## src/sv/ssrp_pkg.sv

```systemverilog
// shared types and constants for the spi slave register port
`default_nettype none

package ssrp_pkg;

    localparam int ADDR_BITS = 5;
    localparam int DATA_BITS = 16;
    localparam int BANK_SIZE = 1 << ADDR_BITS;
    localparam int CMD_BITS  = 8;
    localparam int XFER_END  = CMD_BITS + DATA_BITS;
    localparam int CNT_W     = $clog2(XFER_END + 1);

    localparam logic [CNT_W-1:0] CNT_CMD_END  = CNT_W'(CMD_BITS);
    localparam logic [CNT_W-1:0] CNT_XFER_END = CNT_W'(XFER_END);
    localparam logic [CNT_W-1:0] CNT_ONE      = CNT_W'(1);

    // item actions
    localparam logic [1:0] ACT_PIN  = 2'd0;
    localparam logic [1:0] ACT_HWR  = 2'd1;
    localparam logic [1:0] ACT_HRD  = 2'd2;

    // clock modes that sample on the rising edge
    localparam logic [1:0] MODE_0 = 2'd0;
    localparam logic [1:0] MODE_3 = 2'd3;

    typedef struct packed {
        logic                 we;
        logic [ADDR_BITS-1:0] waddr;
        logic [DATA_BITS-1:0] wdata;
        logic                 re;
        logic [ADDR_BITS-1:0] raddr;
    } t_bank_req;

    typedef struct packed {
        logic                 data_out;
        logic [ADDR_BITS-1:0] cmd_addr;
        logic                 wr_stb;
        logic                 rd_stb;
        logic                 host_sel;
    } t_result;

endpackage

`default_nettype wire

```

## src/sv/ssrp_bank.sv

```systemverilog
// register bank: 32 x 16 memory with registered read and per-entry valid bits
`default_nettype none

module ssrp_bank (
    input  wire logic                          i_clk,
    input  wire logic                          i_rst_n,
    input  wire ssrp_pkg::t_bank_req           i_req,
    output logic [ssrp_pkg::DATA_BITS-1:0]     o_rdata
);

    logic [ssrp_pkg::DATA_BITS-1:0] r_mem [ssrp_pkg::BANK_SIZE];
    logic [ssrp_pkg::BANK_SIZE-1:0] r_valid;
    logic [ssrp_pkg::DATA_BITS-1:0] r_q;
    logic                           r_q_ok;

    always_ff @(posedge i_clk) begin
        if (i_req.we) begin
            r_mem[i_req.waddr] <= i_req.wdata;
        end
        if (i_req.re) begin
            r_q <= r_mem[i_req.raddr];
        end
    end

    // entries never written read as zero
    always_ff @(posedge i_clk) begin
        if (!i_rst_n) begin
            r_valid <= '0;
            r_q_ok  <= 1'b0;
        end else begin
            if (i_req.we) begin
                r_valid[i_req.waddr] <= 1'b1;
            end
            if (i_req.re) begin
                r_q_ok <= r_valid[i_req.raddr];
            end
        end
    end

    assign o_rdata = r_q_ok ? r_q : '0;

endmodule

`default_nettype wire

```

## src/sv/ssrp_engine.sv

```systemverilog
// spi transfer engine: edge detection, command and data shifting, bank requests
`default_nettype none

module ssrp_engine (
    input  wire logic                          i_clk,
    input  wire logic                          i_rst_n,
    input  wire logic                          i_cfg_we,
    input  wire logic [1:0]                    i_cfg_wdata,
    input  wire logic                          i_accept,
    input  wire logic [1:0]                    i_action,
    input  wire logic                          i_chip_select_n,
    input  wire logic                          i_serial_clock,
    input  wire logic                          i_data_in,
    input  wire logic [4:0]                    i_host_address,
    input  wire logic [15:0]                   i_host_write_data,
    input  wire logic [ssrp_pkg::DATA_BITS-1:0] i_bank_rdata,
    output ssrp_pkg::t_bank_req                o_bank_req,
    output ssrp_pkg::t_result                  o_result
);

    logic [1:0]                       r_mode;
    logic                             r_last_clk, n_last_clk;
    logic [ssrp_pkg::CNT_W-1:0]       r_cnt, n_cnt;
    logic [ssrp_pkg::CMD_BITS-1:0]    r_cmd, n_cmd;
    logic [ssrp_pkg::DATA_BITS-1:0]   r_ws, n_ws;
    logic [ssrp_pkg::DATA_BITS-1:0]   r_rs, n_rs;
    logic                             r_rs_pend, n_rs_pend;
    logic                             r_read_cmd, n_read_cmd;
    logic                             r_out_bit, n_out_bit;

    logic [ssrp_pkg::DATA_BITS-1:0]   rs_cur;
    logic [ssrp_pkg::CMD_BITS-1:0]    cmd_shift;
    logic [ssrp_pkg::DATA_BITS-1:0]   ws_shift;
    logic                             rise, fall, sample_rise, sample_edge, shift_edge;
    logic                             wr_stb, rd_stb;
    ssrp_pkg::t_bank_req              req;

    // the bank word for a finished command comes from the bank read register
    assign rs_cur = r_rs_pend ? i_bank_rdata : r_rs;

    assign rise        = !r_last_clk && i_serial_clock;
    assign fall        = r_last_clk && !i_serial_clock;
    assign sample_rise = (r_mode == ssrp_pkg::MODE_0) || (r_mode == ssrp_pkg::MODE_3);
    assign sample_edge = sample_rise ? rise : fall;
    assign shift_edge  = sample_rise ? fall : rise;
    assign cmd_shift   = {r_cmd[ssrp_pkg::CMD_BITS-2:0], i_data_in};
    assign ws_shift    = {r_ws[ssrp_pkg::DATA_BITS-2:0], i_data_in};

    always_comb begin
        n_last_clk = r_last_clk;
        n_cnt      = r_cnt;
        n_cmd      = r_cmd;
        n_ws       = r_ws;
        n_rs       = rs_cur;
        n_rs_pend  = 1'b0;
        n_read_cmd = r_read_cmd;
        n_out_bit  = r_out_bit;
        wr_stb     = 1'b0;
        rd_stb     = 1'b0;
        req        = '0;
        case (i_action)
            ssrp_pkg::ACT_PIN: begin
                n_last_clk = i_serial_clock;
                if (i_chip_select_n) begin
                    n_cnt      = '0;
                    n_cmd      = '0;
                    n_ws       = '0;
                    n_rs       = '0;
                    n_read_cmd = 1'b0;
                    n_out_bit  = 1'b0;
                end else begin
                    if (sample_edge) begin
                        if (r_cnt < ssrp_pkg::CNT_CMD_END) begin
                            n_cmd = cmd_shift;
                            n_cnt = r_cnt + ssrp_pkg::CNT_ONE;
                            if (n_cnt == ssrp_pkg::CNT_CMD_END) begin
                                n_read_cmd = !cmd_shift[ssrp_pkg::CMD_BITS-1];
                                n_cmd      = ssrp_pkg::CMD_BITS'(
                                                 cmd_shift[ssrp_pkg::ADDR_BITS-1:0]);
                                req.re     = 1'b1;
                                req.raddr  = cmd_shift[ssrp_pkg::ADDR_BITS-1:0];
                                n_rs_pend  = 1'b1;
                                rd_stb     = !cmd_shift[ssrp_pkg::CMD_BITS-1];
                            end
                        end else if (!r_read_cmd && r_cnt < ssrp_pkg::CNT_XFER_END) begin
                            n_ws  = ws_shift;
                            n_cnt = r_cnt + ssrp_pkg::CNT_ONE;
                            if (n_cnt == ssrp_pkg::CNT_XFER_END) begin
                                req.we    = 1'b1;
                                req.waddr = r_cmd[ssrp_pkg::ADDR_BITS-1:0];
                                req.wdata = ws_shift;
                                wr_stb    = 1'b1;
                            end
                        end
                    end
                    // sample and shift edges never coincide
                    if (shift_edge && r_read_cmd && r_cnt >= ssrp_pkg::CNT_CMD_END
                            && r_cnt < ssrp_pkg::CNT_XFER_END) begin
                        n_out_bit = rs_cur[ssrp_pkg::DATA_BITS-1];
                        n_rs      = {rs_cur[ssrp_pkg::DATA_BITS-2:0], 1'b0};
                        n_cnt     = r_cnt + ssrp_pkg::CNT_ONE;
                    end
                end
            end
            ssrp_pkg::ACT_HWR: begin
                req.we    = 1'b1;
                req.waddr = i_host_address[ssrp_pkg::ADDR_BITS-1:0];
                req.wdata = ssrp_pkg::DATA_BITS'(i_host_write_data);
            end
            ssrp_pkg::ACT_HRD: begin
                req.re    = 1'b1;
                req.raddr = i_host_address[ssrp_pkg::ADDR_BITS-1:0];
            end
            default: begin
            end
        endcase
    end

    always_ff @(posedge i_clk) begin
        if (!i_rst_n) begin
            r_mode     <= '0;
            r_last_clk <= 1'b0;
            r_cnt      <= '0;
            r_cmd      <= '0;
            r_ws       <= '0;
            r_rs       <= '0;
            r_rs_pend  <= 1'b0;
            r_read_cmd <= 1'b0;
            r_out_bit  <= 1'b0;
        end else begin
            if (i_cfg_we) begin
                r_mode <= i_cfg_wdata;
            end
            if (i_accept) begin
                r_last_clk <= n_last_clk;
                r_cnt      <= n_cnt;
                r_cmd      <= n_cmd;
                r_ws       <= n_ws;
                r_rs       <= n_rs;
                r_rs_pend  <= n_rs_pend;
                r_read_cmd <= n_read_cmd;
                r_out_bit  <= n_out_bit;
            end
        end
    end

    always_comb begin
        o_bank_req    = req;
        o_bank_req.we = req.we && i_accept;
        o_bank_req.re = req.re && i_accept;
    end

    always_comb begin
        o_result          = '0;
        o_result.data_out = n_out_bit;
        o_result.cmd_addr = n_cmd[ssrp_pkg::ADDR_BITS-1:0];
        o_result.wr_stb   = wr_stb;
        o_result.rd_stb   = rd_stb;
        o_result.host_sel = (i_action == ssrp_pkg::ACT_HRD);
    end

endmodule

`default_nettype wire

```

## src/sv/spi_slave_register_port.sv

```systemverilog
// top level of the spi slave register port
`default_nettype none

// SPI slave with a bank of 32 sixteen-bit registers, driven by oversampled pin
// levels and by direct host reads and writes. One item is accepted every clock
// cycle while o_in_stall is low; each item gives one result beat from the output
// register in the following cycle; a new item is taken while that beat waits
// as long as the receiver is not stalling. The bank is a synchronous memory with a
// registered read, so host read data and the word loaded at the end of a read
// command both come from the read register. Entries start at zero after reset,
// without a clearing pass. clock_mode is written through i_cfg_we / i_cfg_wdata
// and applies from the next pin sample.
module spi_slave_register_port (
    input  wire logic        i_clk,
    input  wire logic        i_rst_n,
    input  wire logic        i_cfg_we,
    input  wire logic [1:0]  i_cfg_wdata,
    input  wire logic        i_in_valid,
    output logic             o_in_stall,
    input  wire logic [1:0]  i_action,
    input  wire logic        i_chip_select_n,
    input  wire logic        i_serial_clock,
    input  wire logic        i_data_in,
    input  wire logic [4:0]  i_host_address,
    input  wire logic [15:0] i_host_write_data,
    output logic             o_out_valid,
    input  wire logic        i_out_stall,
    output logic             o_data_out,
    output logic [4:0]       o_register_address,
    output logic             o_write_strobe,
    output logic             o_read_strobe,
    output logic [15:0]      o_host_read_data
);

    logic                           accept;
    ssrp_pkg::t_bank_req            bank_req;
    ssrp_pkg::t_result              result;
    logic [ssrp_pkg::DATA_BITS-1:0] bank_rdata;
    logic                           r_out_valid;
    ssrp_pkg::t_result              r_out;

    assign o_in_stall = r_out_valid && i_out_stall;
    assign accept     = i_in_valid && !o_in_stall;

    ssrp_engine u_engine (
        .i_clk             (i_clk),
        .i_rst_n           (i_rst_n),
        .i_cfg_we          (i_cfg_we),
        .i_cfg_wdata       (i_cfg_wdata),
        .i_accept          (accept),
        .i_action          (i_action),
        .i_chip_select_n   (i_chip_select_n),
        .i_serial_clock    (i_serial_clock),
        .i_data_in         (i_data_in),
        .i_host_address    (i_host_address),
        .i_host_write_data (i_host_write_data),
        .i_bank_rdata      (bank_rdata),
        .o_bank_req        (bank_req),
        .o_result          (result)
    );

    ssrp_bank u_bank (
        .i_clk   (i_clk),
        .i_rst_n (i_rst_n),
        .i_req   (bank_req),
        .o_rdata (bank_rdata)
    );

    always_ff @(posedge i_clk) begin
        if (!i_rst_n) begin
            r_out_valid <= 1'b0;
        end else if (accept) begin
            r_out_valid <= 1'b1;
        end else if (!i_out_stall) begin
            r_out_valid <= 1'b0;
        end
    end

    always_ff @(posedge i_clk) begin
        if (accept) begin
            r_out <= result;
        end
    end

    // the read register only moves on an accepted beat, so it holds under stall
    assign o_out_valid        = r_out_valid;
    assign o_data_out         = r_out.data_out;
    assign o_register_address = 5'(r_out.cmd_addr);
    assign o_write_strobe     = r_out.wr_stb;
    assign o_read_strobe      = r_out.rd_stb;
    assign o_host_read_data   = r_out.host_sel ? 16'(bank_rdata) : 16'd0;

endmodule

`default_nettype wire
```

## config.mk

```make
export PLATFORM = sky130hd
export DESIGN_NAME = spi_slave_register_port
export DESIGN_NICKNAME = d
export VERILOG_FILES = /design/src/sv/ssrp_pkg.sv /design/src/sv/ssrp_bank.sv /design/src/sv/ssrp_engine.sv /design/src/sv/spi_slave_register_port.sv
export SDC_FILE = /design/constraint.sdc
export NUM_CORES = 1
export LEC_CHECK = 0
export ABC_AREA = 1
export BUFFER_PORTS_ARGS = -buffer_cell sky130_fd_sc_hd__buf_4
export CAP_MARGIN = 20
export CORE_MARGIN = 2
export CORE_UTILIZATION = 65
export CTS_BUF_LIST = sky130_fd_sc_hd__clkbuf_8
export DETAILED_ROUTE_END_ITERATION = 10
export MAX_ROUTING_LAYER = met4
export PLACE_DENSITY = 0.82
export SYNTH_ARGS = -nofsm -noshare
export SYNTH_HDL_FRONTEND = slang
export SYNTH_HIERARCHICAL = 1
export SYNTH_SLANG_ARGS = --single-unit
export TNS_END_PERCENT = 100
```

## constraint.sdc

```tcl
create_clock -name i_clk -period 3.8 [get_ports i_clk]
set_input_delay 0.38 -clock i_clk [delete_from_list [all_inputs] [get_ports i_clk]]
set_output_delay 0.38 -clock i_clk [all_outputs]
set_load 0.02 [all_outputs]
```

==> metrics.txt <==
syn avg cell area 10.5 um2; top cell type's share of synthesized area 61.0%; post-DR wirelength/cell 21.6 um; Hold Vio Cnt, Final 0; First-pass DRT Iterations 8; Leakage 0.0119 uW; worst setup path end u_bank/r_q[4]; sequential power share ~56%; main combinational cell family by area after synthesis simple AND/OR/NAND/NOR gates; total core area between 30000 and 40000 um2; ranking of synthesized cells by area edfxtp_1 (61%), nand2_1 (8.9%), dfxtp_1 (6.3%), nor2_1 (4.5%), nand3_1 (3.6%); mapped cell area 26400 um2; FILL cells 2657; Clock Pin Slew Worst Setup and Hold Paths 0.06 ns; Adder-Cell Fraction of Synth Area 0.0947%; H-tree levels 3; ys async rst share 0%; register area share after synthesis 67.3%; Synth Instances approximately 2500; pwr dens 454 nW/um2; Final Setup Violations 0; maxcap violations 0; Int Pwr 10100 uW; via count 19700; status finished, final reports clean; total power between 10000 and 15000 uW; worst skew pair latency slightly below 0.7 ns; reg2reg end u_bank/r_q[4]; combinational power share 6.0%; VDD IR max 0.349 mV; critical path arrival 4.09 ns; RSZ-0062 raised after global routing false; CTS tree yes; Ports 59; share of cells above drive strength 1 a little under an eighth; drt drc 0; flops & latches, synth 620; row cnt 73; die height 206 um; initial antenna violation count 3; Tmin final 3.67 ns; Final GP Congestion between 0.9 and 1; Reg2Reg Setup Slack 0.13 ns; final net count 2638; switch share 23.8%; CP Cell Sequence ha_1 -> inv_1 -> nand2_1 -> nand2_1 -> nor2_1 -> nand3_2 -> o21ai_4 -> inv_6 -> buf_12 -> nor2_1 -> nor2_1 -> o31ai_1 -> nand2_1 -> nand2_1 -> nand2_1; CTS Root Buffer Type clkbuf_8; area taken by multi-input logic gates 7410 um2; largest net degree at the start of global routing 172; Die Area 42300 um2; Layout area overhead 11.0%; post-synthesis mux area share 0.454%; Slowest-stage cell, CP o31ai_1; CTS Buf Count between 90 and 100; setup TNS 0 ns; reg2reg start u_engine/r_cnt[0]; synth cell count leaders nand2_1 (628), edfxtp_1 (537), nor2_1 (316); clock sinks 620; Synth cell types 32; WS Path Type reg -> reg; Initial DRC Count 2939; first-pass GRT wire length roughly 100000 um; vias per inst 6.13; GR Overflow Total 0; Post-Route WL just under 70000 um; FF+latch area 17800 um2; YS warnings 6; Hold Path Class in -> reg; Slew Viols, Final 0; CP startpoint u_engine/r_cnt[0]; Worst slew margin 38.2%; FMAX 0.273 GHz; Reg2Reg Depth 15; share of total power in the clock network 38.0%; most frequent cell after synthesis nand2_1; Final ANT Viol Nets 0; clk_skew 0.0394 ns; Final Cycle Share between 90% and 100%; Die Wd 206 um; Port Buffers 58; Max Buffers Root-to-Sink 3; crit-path most repeated cell nand2_1; initial cell density of the core 66.2%; Synth Area in Simple Gates 18.9%; xor and xnor area share after synthesis 0%; vias in the first global route roughly 19000; Worst Max-Slew Pin Slew 0.926 ns; Worst setup SP type flop; Yosys top cell by area edfxtp_1; detailed placement HPWL 40700 um; prevailing post-synth register cell edfxtp_1; Sw Pwr 3170 uW; Tot GR Track Use 34.0%; maximum fanout along the worst path 87; syn nets 2554; Worst Path Required 4.22 ns; number of synthesized flops with an enable pin 537; Compound-Gate Fraction of Synth Area 8.13%; CP max stage delay 0.44 ns; crit end category flop
-- power groups by stage --
stage                     Combinational, uW  Clock, uW  Sequential [uW]
after floorplan                         511          0             7580
after global placement                  748          0             7600
after detailed placement                772          0             7600
after CTS                               779       5100             7450
after global routing                    869       5390             7460
final                                   805       5050             7460
-- stage by stage --
step           utilization [%]  area [um2]  instances  setup WS, ns  hold slack [ns]
2_1_floorplan                -       26400       2519         0.425            0.440
3_3_place_gp              68.8       27500       3025         0.118            0.450
3_5_place_dp              68.8       27500       3025        0.0267            0.459
4_1_cts                   73.3       29300       3207        0.0948          0.00914
5_1_grt                   73.5       29300       3212        0.0311           0.0480
6_report                  73.5       29300       3213         0.132           0.0424
-- critical path, delay by kind of cell (launching register included) --
kind | cells | cell delay, ns
compound gates | 2 | 0.83
flops | 1 | 0.42
buf+inv | 3 | 0.68
simple gates | 9 | 1.17
fa+ha+maj | 1 | 0.26
-- placed cells by master, fill, tap and decap left out, drive strengths merged, types with 4 or more instances in the layout --
cell / n
a21oi: 164
buf: 145
clkbuf: 102
clkinv: 18
dfxtp: 83
diode: 4
dlygate4sd3: 4
edfxtp: 537
inv: 181
mux2i: 12
nand2: 639
nand3: 193
nand4: 25
nor2: 322
nor3: 27
o211ai: 32
o21ai: 144
o31ai: 48
or2: 4
-- layer usage --
metal	share of wire (%)	up-vias	track usage, %
li1	-	8834	-
met1	36	9325	43.0
met2	47	1307	52.1
met3	12	235	7.98
met4	5.2	0	16.6
met5	0	-	-
-- worst min path at each step --
stage                       startpoint                 end  slack, ns  cells past startpoint
floorplan           u_bank/r_valid[11]  u_bank/r_valid[11]       0.44                      2
global placement     u_bank/r_valid[1]   u_bank/r_valid[1]       0.45                      2
detailed placement   u_bank/r_valid[3]   u_bank/r_valid[3]       0.46                      2
CTS                     i_cfg_wdata[0]  u_engine/r_mode[0]      0.009                      3
global route            i_cfg_wdata[0]  u_engine/r_mode[0]       0.05                      3
finish                  i_cfg_wdata[0]  u_engine/r_mode[0]       0.04                      3
-- cell families after synthesis --
logic type	Yosys count
flip-flops	620
adder cells (fa/ha/maj)	2
AND/OR/NAND/NOR	1210
AO/OA/AOI/OAI	388
multiplexers	12
buffers and inverters	287
-- repair_timing --
item                                    in CTS  in global routing
setup buffers                                0                  1
endpoints found under the setup margin       0                  5
hold endpoints to repair                     3                  0
gates resized for setup                      0                  5
hold buffers                                 4                  0
-- state kept, by name (all words and copies together), names as in the netlist --
| name | flops |
|---|---|
| u_bank/r_q | 16 |
| u_engine/r_cmd | 7 |
| o_register_address | 5 |
| u_engine/r_read_cmd | 1 |
| u_engine/r_cnt | 5 |
| u_bank/r_q_ok | 1 |
| u_engine/r_mode | 2 |
| u_engine/r_ws | 15 |
| u_engine/r_rs_pend | 1 |
| u_bank/r_mem | 512 |
| u_bank/r_valid | 32 |
| o_read_strobe | 1 |
| u_engine/r_last_clk | 1 |
| o_write_strobe | 1 |
| u_engine/r_out_bit | 1 |
| o_data_out | 1 |
| u_engine/r_rs | 16 |
| o_out_valid | 1 |
| r_out | 1 |
-- layout make-up --
cell class / instances / area share [%]
clock inverter: 76 / 1.17
multi-input combinational: 1612 / 25.2
antenna: 4 / 0.0341
timing repair buffer: 149 / 4.28
tap: 525 / 2.24
clock buffer: 102 / 4.79
inverter: 125 / 1.62
sequential: 620 / 60.6
No activity file was read; power rests on OpenSTA's default activity.
